<file path="config.mk">
export PLATFORM = sky130hd
export DESIGN_NAME = wlan_phy_rate_kbps_calc
export DESIGN_NICKNAME = d
export VERILOG_FILES = /design/src/sv/wprc_pkg.sv /design/src/sv/wprc_decode.sv /design/src/sv/wprc_scale.sv /design/src/sv/wprc_div.sv /design/src/sv/wlan_phy_rate_kbps_calc.sv
export VERILOG_INCLUDE_DIRS = /design/src /design/src/sv
export SDC_FILE = /design/constraint.sdc
export NUM_CORES = 2
export LEC_CHECK = 0
export BUFFER_PORTS_ARGS = -buffer_cell sky130_fd_sc_hd__buf_2
export CAP_MARGIN = 10
export CELL_PAD_IN_SITES_DETAIL_PLACEMENT = 0
export CELL_PAD_IN_SITES_GLOBAL_PLACEMENT = 1
export CORE_ASPECT_RATIO = 1.2
export CORE_MARGIN = 8
export CORE_UTILIZATION = 35
export CTS_CLUSTER_SIZE = 40
export DETAILED_ROUTE_END_ITERATION = 10
export PLACE_DENSITY_LB_ADDON = 0.2
export RECOVER_POWER = 50
export REMOVE_ABC_BUFFERS = 1
export SYNTH_ARGS = -nofsm -noshare
export SYNTH_HDL_FRONTEND = slang
export SYNTH_HIERARCHICAL = 1
export SYNTH_SLANG_ARGS = --single-unit
</file>
<file path="constraint.sdc">
create_clock -name clk -period 18 [get_ports clk]
set_input_delay 1.8 -clock clk [delete_from_list [all_inputs] [get_ports clk]]
set_output_delay 1.8 -clock clk [all_outputs]
set_load 0.05 [all_outputs]
</file>
<file path="src/sv/assert_macros.svh">
// Assertion macros shared by the rate calculator RTL.
// No dependencies; simulation gets the checks, synthesis gets empty bodies.
`ifndef ASSERT_MACROS_SVH
`define ASSERT_MACROS_SVH
`ifndef SYNTHESIS
`define ASSERT_IMPLY(lbl, clk, rst_n, ante, cons) \
	lbl: assert property (@(posedge clk) disable iff (!rst_n) (ante) |-> (cons)) \
		else $error("%m: assertion failed");
`define ASSERT_NEXT(lbl, clk, rst_n, ante, cons) \
	lbl: assert property (@(posedge clk) disable iff (!rst_n) (ante) |=> (cons)) \
		else $error("%m: assertion failed");
`else
`define ASSERT_IMPLY(lbl, clk, rst_n, ante, cons)
`define ASSERT_NEXT(lbl, clk, rst_n, ante, cons)
`endif
`endif

</file>
<file path="src/sv/wprc_pkg.sv">
// Types, rate tables and divisor constants of the PHY rate calculator.
// Used by every module of the block; depends on nothing.
package wprc_pkg;

	typedef enum logic [2:0] {
		MODE_11B      = 3'd0,
		MODE_OFDM     = 3'd1,
		MODE_HT_MF    = 3'd2,
		MODE_HT_GF    = 3'd3,
		MODE_VHT      = 3'd4,
		MODE_HE_SU    = 3'd5,
		MODE_HE_ER_SU = 3'd6,
		MODE_INVALID  = 3'd7
	} phy_mode_t;

	// Symbol time plus guard interval, in tenths of a microsecond.
	typedef enum logic [2:0] {
		DIV_40  = 3'd0,
		DIV_36  = 3'd1,
		DIV_136 = 3'd2,
		DIV_144 = 3'd3,
		DIV_160 = 3'd4,
		DIV_132 = 3'd5
	} div_sel_t;

	// Input descriptor, phy_mode in the lowest bits.
	typedef struct packed {
		logic [1:0] gi_select;
		logic [2:0] stream_count;
		logic [5:0] mcs;
		logic [2:0] bandwidth;
		logic [2:0] phy_mode;
	} desc_t;

	// Decode result: bypass items carry the final rate in hundreds of kbps in base.
	typedef struct packed {
		logic       err;
		logic       bypass;
		logic [14:0] base;
		logic [2:0] mult;
		div_sel_t   div_sel;
	} dec_t;

	// Scaled numerator, already divided by four.
	typedef struct packed {
		logic        err;
		logic        bypass;
		logic [15:0] k;
		logic [20:0] n;
		div_sel_t    div_sel;
	} scl_t;

	// Rate in hundreds of kbps.
	typedef struct packed {
		logic        err;
		logic [15:0] k;
	} quo_t;

	localparam logic [14:0] LEG_B_K [0:3] = '{15'd10, 15'd20, 15'd55, 15'd110};

	localparam logic [14:0] LEG_OFDM_K [0:7] = '{
		15'd60, 15'd90, 15'd120, 15'd180, 15'd240, 15'd360, 15'd480, 15'd540
	};

	localparam logic [14:0] VHT_DBPS [0:3][0:15] = '{
		'{15'd26, 15'd52, 15'd78, 15'd104, 15'd156, 15'd208, 15'd234, 15'd260,
		  15'd312, 15'd347, 15'd390, 15'd430, 15'd0, 15'd0, 15'd0, 15'd0},
		'{15'd54, 15'd108, 15'd162, 15'd216, 15'd324, 15'd432, 15'd486, 15'd540,
		  15'd648, 15'd720, 15'd810, 15'd900, 15'd0, 15'd0, 15'd0, 15'd0},
		'{15'd117, 15'd234, 15'd351, 15'd468, 15'd702, 15'd936, 15'd1053, 15'd1170,
		  15'd1404, 15'd1560, 15'd1755, 15'd1950, 15'd0, 15'd0, 15'd0, 15'd0},
		'{15'd234, 15'd468, 15'd702, 15'd936, 15'd1404, 15'd1872, 15'd2106, 15'd2340,
		  15'd2808, 15'd3120, 15'd3510, 15'd3900, 15'd0, 15'd0, 15'd0, 15'd0}
	};

	localparam logic [14:0] HE_DBPS [0:7][0:15] = '{
		'{15'd117, 15'd234, 15'd351, 15'd468, 15'd702, 15'd936, 15'd1053, 15'd1170,
		  15'd1404, 15'd1560, 15'd1755, 15'd1950, 15'd2106, 15'd2340, 15'd0, 15'd0},
		'{15'd234, 15'd468, 15'd702, 15'd936, 15'd1404, 15'd1872, 15'd2106, 15'd2340,
		  15'd2808, 15'd3120, 15'd3510, 15'd3900, 15'd4212, 15'd4680, 15'd0, 15'd0},
		'{15'd490, 15'd980, 15'd1470, 15'd1960, 15'd2940, 15'd3920, 15'd4410, 15'd4900,
		  15'd5880, 15'd6533, 15'd7350, 15'd8166, 15'd8820, 15'd9800, 15'd0, 15'd0},
		'{15'd980, 15'd1960, 15'd2940, 15'd3920, 15'd5880, 15'd7840, 15'd8820,
		  15'd9800, 15'd11760, 15'd13066, 15'd14700, 15'd16333, 15'd17640, 15'd19600,
		  15'd0, 15'd0},
		'{15'd12, 15'd24, 15'd36, 15'd48, 15'd72, 15'd96, 15'd108, 15'd120,
		  15'd144, 15'd160, 15'd180, 15'd200, 15'd216, 15'd240, 15'd0, 15'd0},
		'{15'd24, 15'd48, 15'd72, 15'd96, 15'd144, 15'd192, 15'd216, 15'd240,
		  15'd288, 15'd320, 15'd360, 15'd400, 15'd432, 15'd480, 15'd0, 15'd0},
		'{15'd51, 15'd102, 15'd153, 15'd204, 15'd306, 15'd408, 15'd459, 15'd510,
		  15'd612, 15'd680, 15'd765, 15'd850, 15'd918, 15'd1020, 15'd0, 15'd0},
		'{15'd0, 15'd0, 15'd0, 15'd0, 15'd0, 15'd0, 15'd0, 15'd0,
		  15'd0, 15'd0, 15'd0, 15'd0, 15'd0, 15'd0, 15'd0, 15'd0}
	};

	// Quarter of the divisor: every divisor is a multiple of four.
	function automatic logic [5:0] div_e(input div_sel_t sel);
		logic [5:0] e;
		case (sel)
			DIV_40:  e = 6'd10;
			DIV_36:  e = 6'd9;
			DIV_136: e = 6'd34;
			DIV_144: e = 6'd36;
			DIV_160: e = 6'd40;
			DIV_132: e = 6'd33;
			default: e = 6'd10;
		endcase
		return e;
	endfunction

	// floor(2^24 / e), undershoots the quotient by at most one for n below 2^21.
	function automatic logic [20:0] div_m(input div_sel_t sel);
		logic [20:0] m;
		case (sel)
			DIV_40:  m = 21'd1677721;
			DIV_36:  m = 21'd1864135;
			DIV_136: m = 21'd493447;
			DIV_144: m = 21'd466033;
			DIV_160: m = 21'd419430;
			DIV_132: m = 21'd508400;
			default: m = 21'd1677721;
		endcase
		return m;
	endfunction

endpackage

</file>
<file path="src/sv/wprc_decode.sv">
// Stage one: validates the descriptor and looks up rate tables and divisor.
// Depends on wprc_pkg.
module wprc_decode (
	input  logic             clk,
	input  logic             arst_n,
	input  logic             in_valid,
	output logic             in_ready,
	input  wprc_pkg::desc_t  desc,
	output logic             out_valid,
	input  logic             out_ready,
	output wprc_pkg::dec_t   dec
);

	wprc_pkg::dec_t    dec_d;
	wprc_pkg::dec_t    dec_s1;
	logic              v_s1;
	logic              adv;
	wprc_pkg::phy_mode_t mode;
	logic [2:0]        he_bw;
	logic              nss_bad;

	assign mode    = wprc_pkg::phy_mode_t'(desc.phy_mode);
	assign nss_bad = (desc.stream_count == 3'd0) || (desc.stream_count > 3'd4);

	always_comb begin
		dec_d.err     = 1'b0;
		dec_d.bypass  = 1'b0;
		dec_d.base    = '0;
		dec_d.mult    = 3'd1;
		dec_d.div_sel = wprc_pkg::DIV_40;
		he_bw         = desc.bandwidth;
		case (mode)
			wprc_pkg::MODE_11B, wprc_pkg::MODE_OFDM: begin
				dec_d.bypass = 1'b1;
				// 11b index 4..7 falls through to the OFDM table
				if (mode == wprc_pkg::MODE_11B && desc.mcs <= 6'd3) begin
					dec_d.base = wprc_pkg::LEG_B_K[desc.mcs[1:0]];
				end else if (desc.mcs <= 6'd7) begin
					dec_d.base = wprc_pkg::LEG_OFDM_K[desc.mcs[2:0]];
				end else begin
					dec_d.err = 1'b1;
				end
			end
			wprc_pkg::MODE_HT_MF, wprc_pkg::MODE_HT_GF: begin
				if (desc.bandwidth >= 3'd2 || desc.mcs > 6'd31 || desc.gi_select[1]) begin
					dec_d.err = 1'b1;
				end else begin
					dec_d.base    = wprc_pkg::VHT_DBPS[{1'b0, desc.bandwidth[0]}]
						[{1'b0, desc.mcs[2:0]}];
					dec_d.mult    = {1'b0, desc.mcs[4:3]} + 3'd1;
					dec_d.div_sel = desc.gi_select[0] ? wprc_pkg::DIV_36 : wprc_pkg::DIV_40;
				end
			end
			wprc_pkg::MODE_VHT: begin
				if (desc.bandwidth[2] || desc.mcs >= 6'd12 || desc.gi_select[1] ||
					nss_bad) begin
					dec_d.err = 1'b1;
				end else begin
					dec_d.base    = wprc_pkg::VHT_DBPS[desc.bandwidth[1:0]][desc.mcs[3:0]];
					dec_d.mult    = desc.stream_count;
					dec_d.div_sel = desc.gi_select[0] ? wprc_pkg::DIV_36 : wprc_pkg::DIV_40;
				end
			end
			wprc_pkg::MODE_HE_SU, wprc_pkg::MODE_HE_ER_SU: begin
				if (desc.bandwidth == 3'd7 || desc.mcs >= 6'd14 || nss_bad) begin
					dec_d.err = 1'b1;
				end else begin
					// ER SU: bandwidth 1 means the 106-tone RU
					if (mode == wprc_pkg::MODE_HE_ER_SU && desc.bandwidth == 3'd1) begin
						he_bw = 3'd6;
					end
					dec_d.base = wprc_pkg::HE_DBPS[he_bw][desc.mcs[3:0]];
					dec_d.mult = desc.stream_count;
					case (desc.gi_select)
						2'd0:    dec_d.div_sel = wprc_pkg::DIV_136;
						2'd1:    dec_d.div_sel = wprc_pkg::DIV_144;
						2'd2:    dec_d.div_sel = wprc_pkg::DIV_160;
						default: dec_d.div_sel = wprc_pkg::DIV_132;
					endcase
				end
			end
			default: begin
				dec_d.err = 1'b1;
			end
		endcase
		// errors ride the bypass path with a zero rate
		if (dec_d.err) begin
			dec_d.bypass = 1'b1;
			dec_d.base   = '0;
		end
	end

	assign adv      = !v_s1 || out_ready;
	assign in_ready = adv;

	always_ff @(posedge clk or negedge arst_n) begin
		if (!arst_n) begin
			v_s1 <= 1'b0;
		end else if (adv) begin
			v_s1 <= in_valid;
		end
	end

	always_ff @(posedge clk) begin
		if (adv && in_valid) begin
			dec_s1 <= dec_d;
		end
	end

	assign out_valid = v_s1;
	assign dec       = dec_s1;

endmodule

</file>
<file path="src/sv/wprc_scale.sv">
// Stage two: bits per symbol times streams times 100, plus half the divisor.
// Depends on wprc_pkg; feeds the divider.
module wprc_scale (
	input  logic            clk,
	input  logic            arst_n,
	input  logic            in_valid,
	output logic            in_ready,
	input  wprc_pkg::dec_t  dec,
	output logic            out_valid,
	input  logic            out_ready,
	output wprc_pkg::scl_t  scl
);

	wprc_pkg::scl_t scl_d;
	wprc_pkg::scl_t scl_s2;
	logic           v_s2;
	logic           adv;
	logic [8:0]     mult100;
	logic [23:0]    prod;
	logic [23:0]    sum;

	// q/100 rounded equals (100*dbps + d/2) / d; d = 4e, so drop two bits first
	always_comb begin
		mult100       = 9'(dec.mult) * 9'd100;
		prod          = 24'(dec.base) * 24'(mult100);
		sum           = prod + 24'({wprc_pkg::div_e(dec.div_sel), 1'b0});
		scl_d.err     = dec.err;
		scl_d.bypass  = dec.bypass;
		scl_d.k       = 16'(dec.base);
		scl_d.n       = sum[22:2];
		scl_d.div_sel = dec.div_sel;
	end

	assign adv      = !v_s2 || out_ready;
	assign in_ready = adv;

	always_ff @(posedge clk or negedge arst_n) begin
		if (!arst_n) begin
			v_s2 <= 1'b0;
		end else if (adv) begin
			v_s2 <= in_valid;
		end
	end

	always_ff @(posedge clk) begin
		if (adv && in_valid) begin
			scl_s2 <= scl_d;
		end
	end

	assign out_valid = v_s2;
	assign scl       = scl_s2;

endmodule

</file>
<file path="src/sv/wprc_div.sv">
// Stages three and four: constant divide by reciprocal multiply and one correction.
// Depends on wprc_pkg and assert_macros.svh.
`include "assert_macros.svh"

module wprc_div (
	input  logic            clk,
	input  logic            arst_n,
	input  logic            in_valid,
	output logic            in_ready,
	input  wprc_pkg::scl_t  scl,
	output logic            out_valid,
	input  logic            out_ready,
	output wprc_pkg::quo_t  quo
);

	logic [41:0]        p;
	logic [15:0]        qe_d;
	logic               v_s3;
	logic               err_s3;
	logic               bypass_s3;
	logic [15:0]        qe_s3;
	logic [20:0]        n_s3;
	wprc_pkg::div_sel_t sel_s3;
	logic               adv3;
	logic [5:0]         e3;
	logic [21:0]        qe_mul;
	logic [21:0]        rem;
	logic               inc;
	logic               v_s4;
	wprc_pkg::quo_t     quo_s4;
	logic               adv4;

	// stage three: estimate, low by at most one
	always_comb begin
		p    = 42'(scl.n) * 42'(wprc_pkg::div_m(scl.div_sel));
		qe_d = scl.bypass ? scl.k : p[39:24];
	end

	assign adv4     = !v_s4 || out_ready;
	assign adv3     = !v_s3 || adv4;
	assign in_ready = adv3;

	always_ff @(posedge clk or negedge arst_n) begin
		if (!arst_n) begin
			v_s3 <= 1'b0;
		end else if (adv3) begin
			v_s3 <= in_valid;
		end
	end

	always_ff @(posedge clk) begin
		if (adv3 && in_valid) begin
			err_s3    <= scl.err;
			bypass_s3 <= scl.bypass;
			qe_s3     <= qe_d;
			n_s3      <= scl.n;
			sel_s3    <= scl.div_sel;
		end
	end

	// stage four: bump the estimate when the remainder reaches the divisor
	always_comb begin
		e3     = wprc_pkg::div_e(sel_s3);
		qe_mul = 22'(qe_s3) * 22'(e3);
		rem    = 22'(n_s3) - qe_mul;
		inc    = !bypass_s3 && (rem >= 22'(e3));
	end

	always_ff @(posedge clk or negedge arst_n) begin
		if (!arst_n) begin
			v_s4 <= 1'b0;
		end else if (adv4) begin
			v_s4 <= v_s3;
		end
	end

	always_ff @(posedge clk) begin
		if (adv4 && v_s3) begin
			quo_s4.err <= err_s3;
			quo_s4.k   <= qe_s3 + 16'(inc);
		end
	end

	assign out_valid = v_s4;
	assign quo       = quo_s4;

	`ASSERT_IMPLY(a_rem_bound, clk, arst_n, v_s3 && !bypass_s3, rem < 22'({e3, 1'b0}))
	`ASSERT_IMPLY(a_err_zero, clk, arst_n, v_s4 && quo_s4.err, quo_s4.k == 16'd0)

endmodule

</file>
<file path="src/sv/wlan_phy_rate_kbps_calc.sv">
// Top level of the PHY data-rate calculator.
// Depends on wprc_pkg, wprc_decode, wprc_scale, wprc_div and assert_macros.svh.
`include "assert_macros.svh"

// Takes one frame rate descriptor per cycle while the output is not stalled and
// returns its data rate in kbps, rounded to hundreds, with an error flag; an
// invalid descriptor gives zero and the flag. Five register stages (table decode,
// scaling multiply, reciprocal multiply, remainder correction, output register)
// sit between the input transfer and the result. Back-pressure on the output
// stalls the whole pipeline; bubbles are squeezed out, so the input keeps taking
// items until all five stages hold one.
module wlan_phy_rate_kbps_calc (
	input  logic        clk,
	input  logic        arst_n,
	input  logic        s_axis_tvalid,
	output logic        s_axis_tready,
	// [2:0] phy_mode, [5:3] bandwidth, [11:6] mcs, [14:12] stream_count,
	// [16:15] gi_select, [23:17] zero
	input  logic [23:0] s_axis_tdata,
	output logic        m_axis_tvalid,
	input  logic        m_axis_tready,
	// [22:0] data rate in kbps, [23] zero
	output logic [23:0] m_axis_tdata,
	// [0] rate_error
	output logic [0:0]  m_axis_tuser
);

	wprc_pkg::desc_t desc;
	wprc_pkg::dec_t  dec;
	wprc_pkg::scl_t  scl;
	wprc_pkg::quo_t  quo;
	logic            dec_valid;
	logic            dec_ready;
	logic            scl_valid;
	logic            scl_ready;
	logic            quo_valid;
	logic            quo_ready;
	logic            out_valid_q;
	logic [22:0]     rate_q;
	logic            err_q;

	assign desc = s_axis_tdata[16:0];

	wprc_decode u_decode (
		.clk       (clk),
		.arst_n    (arst_n),
		.in_valid  (s_axis_tvalid),
		.in_ready  (s_axis_tready),
		.desc      (desc),
		.out_valid (dec_valid),
		.out_ready (dec_ready),
		.dec       (dec)
	);

	wprc_scale u_scale (
		.clk       (clk),
		.arst_n    (arst_n),
		.in_valid  (dec_valid),
		.in_ready  (dec_ready),
		.dec       (dec),
		.out_valid (scl_valid),
		.out_ready (scl_ready),
		.scl       (scl)
	);

	wprc_div u_div (
		.clk       (clk),
		.arst_n    (arst_n),
		.in_valid  (scl_valid),
		.in_ready  (scl_ready),
		.scl       (scl),
		.out_valid (quo_valid),
		.out_ready (quo_ready),
		.quo       (quo)
	);

	// output register: hold while the result waits for its transfer
	assign quo_ready = !out_valid_q || m_axis_tready;

	always_ff @(posedge clk or negedge arst_n) begin
		if (!arst_n) begin
			out_valid_q <= 1'b0;
		end else if (quo_ready) begin
			out_valid_q <= quo_valid;
		end
	end

	always_ff @(posedge clk) begin
		if (quo_ready && quo_valid) begin
			rate_q <= 23'(quo.k) * 23'd100;
			err_q  <= quo.err;
		end
	end

	assign m_axis_tvalid = out_valid_q;
	assign m_axis_tdata  = {1'b0, rate_q};
	assign m_axis_tuser  = err_q;

	`ASSERT_IMPLY(a_err_rate_zero, clk, arst_n, m_axis_tvalid && m_axis_tuser[0],
		m_axis_tdata == 24'd0)
	`ASSERT_IMPLY(a_stall_only_full, clk, arst_n, !s_axis_tready,
		m_axis_tvalid && !m_axis_tready)

endmodule
</file>
# ---- Word-level counts from Yosys, hierarchy flattened
# Memories as Yosys holds them, arrays and structs flattened.
# Index checks and enable logic that the tools add are counted.
dict set report classes {
  add_sub_neg 4
  multipliers 5
  n_lt_le_gt_ge 15
  eq_ne 25
  muxes 45
  n_bitwise 7
  reduce_logical 33
}
# op n
set op_table {}
lappend op_table {{two-way mux 240 bit} 6}
lappend op_table {{binary-select mux 240 bit (select 2 bit)} 2}
lappend op_table {{two-way mux 15 bit} 13}
lappend op_table {{binary-select mux 15 bit (select 4 bit)} 3}
lappend op_table {{case mux 21 bit (5 select lines)} 1}
lappend op_table {{two-way mux 21 bit} 3}
lappend op_table {{case mux 15 bit (4 select lines)} 1}
lappend op_table {{case mux 6 bit (5 select lines)} 2}
lappend op_table {{multiplier 21 x 21 -> 40 bit} 1}
lappend op_table {{binary-select mux 15 bit (select 2 bit)} 1}
lappend op_table {{equality test 3 bit, second input constant} 10}
lappend op_table {{equality test 3 x 2 -> 1 bit, second input constant} 8}
lappend op_table {{adder 23 x 7 -> 23 bit} 1}
lappend op_table {{>= comparator 22 x 6 -> 1 bit} 1}
lappend op_table {{multiplier 16 x 6 -> 22 bit} 1}
lappend op_table {{subtractor 21 x 22 -> 22 bit} 1}
lappend op_table {{multiplier 15 x 7 -> 21 bit} 1}
lappend op_table {{multiplier 16 x 5 -> 21 bit, second input constant} 1}
lappend op_table {{case mux 6 bit (3 select lines)} 1}
lappend op_table {{adder 16 x 1 -> 16 bit} 1}
lappend op_table {{equality test 3 x 1 -> 1 bit, second input constant} 5}
lappend op_table {{logical OR 1 bit} 13}
lappend op_table {{>= comparator 6 x 4 -> 1 bit, second input constant} 2}
lappend op_table {{>= comparator 5 bit, second input constant} 2}
lappend op_table {{other kinds (25)} 53}
dict set report word_totals {
  regBits 150
  rom_bits 2040
  in_bits 28
  output_inout_bits 27
  elab_cells 161
  memories 2
}
# memory depth word_bits rd rd_ports_with_merged_regs wr line
set memory_table {}
lappend memory_table {{(no name shown)} 8 240 1 0 0 wprc_decode.sv:72} ;# dec_d.base = wprc_pkg::HE_DBPS[he_bw][desc.mcs[3:0]];
lappend memory_table {{(no name shown)} 8 15 1 0 0 wprc_decode.sv:39} ;# dec_d.base = wprc_pkg::LEG_OFDM_K[desc.mcs[2:0]];

# ---- Logic depth before layout (Yosys ltp)
dict set report logic_depth {
  ltp_word 14
  mapped_depth 32
  mapped_depth_nobuf 29
}

# ---- Hierarchy
# The synthesis kept the hierarchy.
# module n_inst cells_each area_each_um2
set by_module_without_submodules {}
lappend by_module_without_submodules {wprc_div 1 2146 19577.5}
lappend by_module_without_submodules {wprc_scale 1 550 5216.3}
lappend by_module_without_submodules {wprc_decode 1 598 4260.3}
lappend by_module_without_submodules {wlan_phy_rate_kbps_calc 1 202 2268.4}

# ---- Least setup slack after synthesis
# Ideal clock, no wire load.
dict set report synth_path {
  path_type {reg-to-reg}
  start {reg u_scale.scl_s2, in the netlist u_scale/scl[1]}
  end {reg u_div.qe_s3[15], data pin}
  setup_ns 0.260
  arrival_time_ns 7.551
  required_ns 17.740
  slack_ns 10.189
  stages_incl_launch_ff 30
  path_buffers 3
  cell_sequence {edfxtp_1 > clkbuf_1 > nand2b_1 > clkbuf_1 > nor2b_1 > clkbuf_1 > nor2_1 > nand2_1 > fa_1 > inv_1 > fa_1 > inv_1 > fa_1 > inv_1 > fa_1 > fa_1 > fa_1 > inv_1 > fa_1 > inv_1 > ha_1 > and3_4 > a221oi_1 > o21ai_0 > o41ai_2 > nor2_1 > a221o_1 > a221oi_2 > xnor2_1 > mux2_2}
}
dict set report synth_via {
  elab_chain_cells 3
  elab_cells_between_ends 7
}
# item line
set synth_rtl {}
lappend synth_rtl {{start: declaration} wprc_scale.sv:15} ;# wprc_pkg::scl_t scl_s2;
lappend synth_rtl {{start signal: assignment} wprc_scale.sv:47} ;# scl_s2 <= scl_d;
lappend synth_rtl {{equality test 3 bit (tied with other cells)} wprc_pkg.sv:114} ;# case (sel)
lappend synth_rtl {{case mux 21 bit (5 select lines) (*)} wprc_pkg.sv:114}
lappend synth_rtl {{multiplier 21 x 21 -> 40 bit (*)} wprc_div.sv:35} ;# p = 42'(scl.n) * 42'(wprc_pkg::div_m(scl.div_sel));
lappend synth_rtl {{end signal: assignment} wprc_div.sv:55} ;# qe_s3 <= qe_d;
lappend synth_rtl {{end: declaration} wprc_div.sv:21} ;# logic [15:0] qe_s3;
# Every way passes the cells marked *; elsewhere a longest branch is shown, timed or not.
# A chain may end at the register's enable or synchronous reset.

# ---- Final worst setup path
dict set report layout_path {
  start {reg u_scale.scl_s2, in the netlist u_scale/scl[1]}
  end {reg u_div.qe_s3[14], data pin}
}
dict set report layout_via {
  elab_chain_cells 4
  elab_cells_between_ends 8
}
# item line
set layout_rtl {}
lappend layout_rtl {{equality test 3 bit (tied with other cells)} wprc_pkg.sv:114}
lappend layout_rtl {{case mux 21 bit (5 select lines) (*)} wprc_pkg.sv:114}
lappend layout_rtl {{multiplier 21 x 21 -> 40 bit (*)} wprc_div.sv:35}
lappend layout_rtl {{two-way mux 15 bit (*)} wprc_div.sv:36} ;# qe_d = scl.bypass ? scl.k : p[39:24];
lappend layout_rtl {{via u_div.qe_d[14]} wprc_div.sv:17} ;# logic [15:0] qe_d;
# The timed path passes the listed nets; every way through them passes the cells marked *.

==> qor.yml <==
worst_setup_path:
  cp_slowest_cell: "edfxtp_1"
  r2r_start: "u_scale/scl[1]"
  crit_arrival_ps: 9400
  crit_path_start_kind: "register"
  end_kind: "register"
  critical_path_class: "reg -> reg"
  crit_top_cell: "fa_1"
  path_buf_inv: 7
  worst_path_largest_cell_delay_ps: 690
  critPathTopFamily: "adder cells"
  regToRegSetupSlack_ps: 8750
  r2r_cells: 27
  crit_required_ps: 18150
  critPathMaxFanout: 38
  r2r-end: "u_div/qe_s3[14]"
detailed_routing:
  dr.first_iter.drc_count: 1310
  routed_via_density: 5.069
  vias: 23440
  wl_mm: 88.25
  drt-pass1-iter-count: 5
  ant_nets: 0
  drc: 0
  wl_per_cell_um: 19.09
clock_network:
  cts_sinks: 150
  postCtsSetupBuffers: 0
  post_cts_resized: 0
  clockRootBuffer: "clkbuf_16"
  clockBufferDepth: 2
  clk_latency_ps: 440
  cts_tree: "yes"
  cts_buffers: 17
  cts_hold_buf: 0
  path_clk_slew_ps: 70
  htree_levels: 4
timing:
  rsz0062_at_grt: "no"
  fin_skew_ps: 10.50
  setup_tns_ps: 0
  finalCriticalPeriod_ps: 9247
  fmax_mhz: 108.1
  drv_slew: 62
  setup_viol: 0
  hold_violations: 0
  fin_crit_sh_pct: 51.37
  max_slew.worst_pin.slew_ps: 2879
  slew-limit-headroom_pct: -91.92
logic_synthesis:
  synth_seq_cells: 150
  synth_top_area_cell: "fa_1"
  synth_most_common_cell: "inv_1"
  netlist_instances: 3496
  synth.distinct_cells: 96
  synth_area_leaders: "fa_1 31%, edfxtp_1 14%, ha_1 13%, inv_1 8.5%, nand2_1 4.8%"
  synth_edf_count: 145
  synth_area_mm2: 0.03132
  synth_warnings: 6
  async_flop_share_pct: 3.333
  yosys-top-cells-count: "708 x inv_1, 490 x fa_1, 398 x nand2_1"
  synth_area_per_cell_um2: 8.960
  ys.flop_type: "edfxtp_1"
  synth_seq_area_share_pct: 14.30
  yosys.area.top_type_share_pct: 31.32
finish:
  synthToLayoutAreaGrowth_pct: 6.252
  layout.nets: 4286
  layout-drive-gt1-share_pct: 3.811
run_status:
  status: "finished with violations"
  violations: "capacitance limit, slew limit"
place:
  hpwlAfterDp_mm: 68.58
  place_congestion: 0.8720
  io_buffers: 44
floorplan:
  core_mm2: 0.08904
  initial_core_util_pct: 35.18
  boundaryPins: 55
  die_width_um: 289.1
  rows: 120
  dieHeight_um: 343.7
  die-area_mm2: 0.09936
flow_run:
  maxCapViolations: 2
hold_path:
  worstHoldPathType: "reg -> reg"
  hold_start: "u_decode/dec[21]"
  whs_endpoint: "u_scale/scl[40]"
  worstHoldPathCells: 0
global_route:
  grt_use_total_pct: 18.28
  grt_pass1_vias: 24870
  grt_pass1_wl_mm: 142.4
  grt_max_degree: 78
  globalRouteOverflowTotal: 0
  antenna_found_initial: 1
## metal layers
layer  wire length (µm)  track usage [%]  vias up
li1                   -                -    11130
met1              39140            23.92    11800
met2              44150            32.19      403
met3               2587            1.592      105
met4               2375            4.865        0
met5                  0                0        -
## state kept, by name, indices dropped and copies added, names as in the netlist
name and count:
u_div/out_valid 1, u_div/n_s3 21, u_div/sel_s3 3, u_scale/scl 41, u_scale/out_valid 1, rate_q 21, u_div/qe_s3 16, u_decode/dec 23
u_div/bypass_s3 1, u_decode/out_valid 1, m_axis_tuser 1, u_div/v_s3 1, u_div/err_s3 1, m_axis_tvalid 1, u_div/quo 17
## how the worst max path moves through the flow
stage / startpoint / to / cells past startpoint / slack, ps
2_1_floorplan: u_scale/scl[0] / u_div/qe_s3[15] / 25 / 9080
3_3_place_gp: u_scale/scl[1] / u_div/qe_s3[14] / 27 / 8720
3_5_place_dp: u_scale/scl[1] / u_div/qe_s3[14] / 27 / 8690
4_1_cts: u_scale/scl[1] / u_div/qe_s3[14] / 27 / 8660
5_1_grt: u_scale/scl[1] / u_div/qe_s3[14] / 27 / 8220
6_report: u_scale/scl[1] / u_div/qe_s3[14] / 27 / 8750
## kinds of logic after synthesis
logic type	count (synthesis)	share of synthesized area, %
AO/OA/AOI/OAI	504	10.80
other	2	0.02398
buffers and inverters	871	10.64
XOR/XNOR	105	2.936
flip-flops	150	14.30
adder cells (fa/ha/maj)	807	43.98
AND/OR/NAND/NOR	1032	16.39
multiplexers	25	0.9307
## metrics by stage
stage | instances | setup slack, ps | hold slack [ps] | utilization, % | cell area [µm²]
after floorplan | 3336 | 9076 | 400.3 | - | 30660
after global placement | 4591 | 8722 | 402.4 | 36.79 | 32760
after detailed placement | 4591 | 8693 | 410.8 | 36.79 | 32760
after CTS | 4623 | 8658 | 429.3 | 37.50 | 33390
after global routing | 4623 | 8224 | 432.0 | 37.38 | 33280
final | 4624 | 8753 | 426.8 | 37.38 | 33280
## final cells by class
cell class	count	area (µm²)
fillers	9250	55750
well taps	1159	1450
clock buffers	17	425.4
clock inverters	15	210.2
diodes	1	2.502
flip-flops and latches	150	4479
repair buffers	96	505.5
inverters	709	2661
multi-input cells	2477	23550
## layout by cell type, fill, tap and decap left out, drive strengths merged, types with 9 or more instances in the layout
cell type	netlist	routed
inv	709	717
clkbuf	117	61
a221oi	10	10
o311ai	13	13
o211ai	28	28
xor2	40	40
a21oi	117	117
a211oi	15	15
o21ai	123	123
a31oi	29	29
a21o	20	20
fa	490	490
nor4	12	12
xnor2	65	65
buf	45	52
edfxtp	145	145
nand3	57	57
nand4	12	12
nand2	399	399
nor2	125	125
a2111oi	9	9
nor3	31	31
nor2b	47	47
and2	230	230
and3	39	39
ha	317	317
o21a	19	19
mux2i	19	19
nand2b	39	39
o31ai	12	12
Power is not shown: default switching activity piles up to over one toggle a cycle in this logic, so the estimate is an artifact.
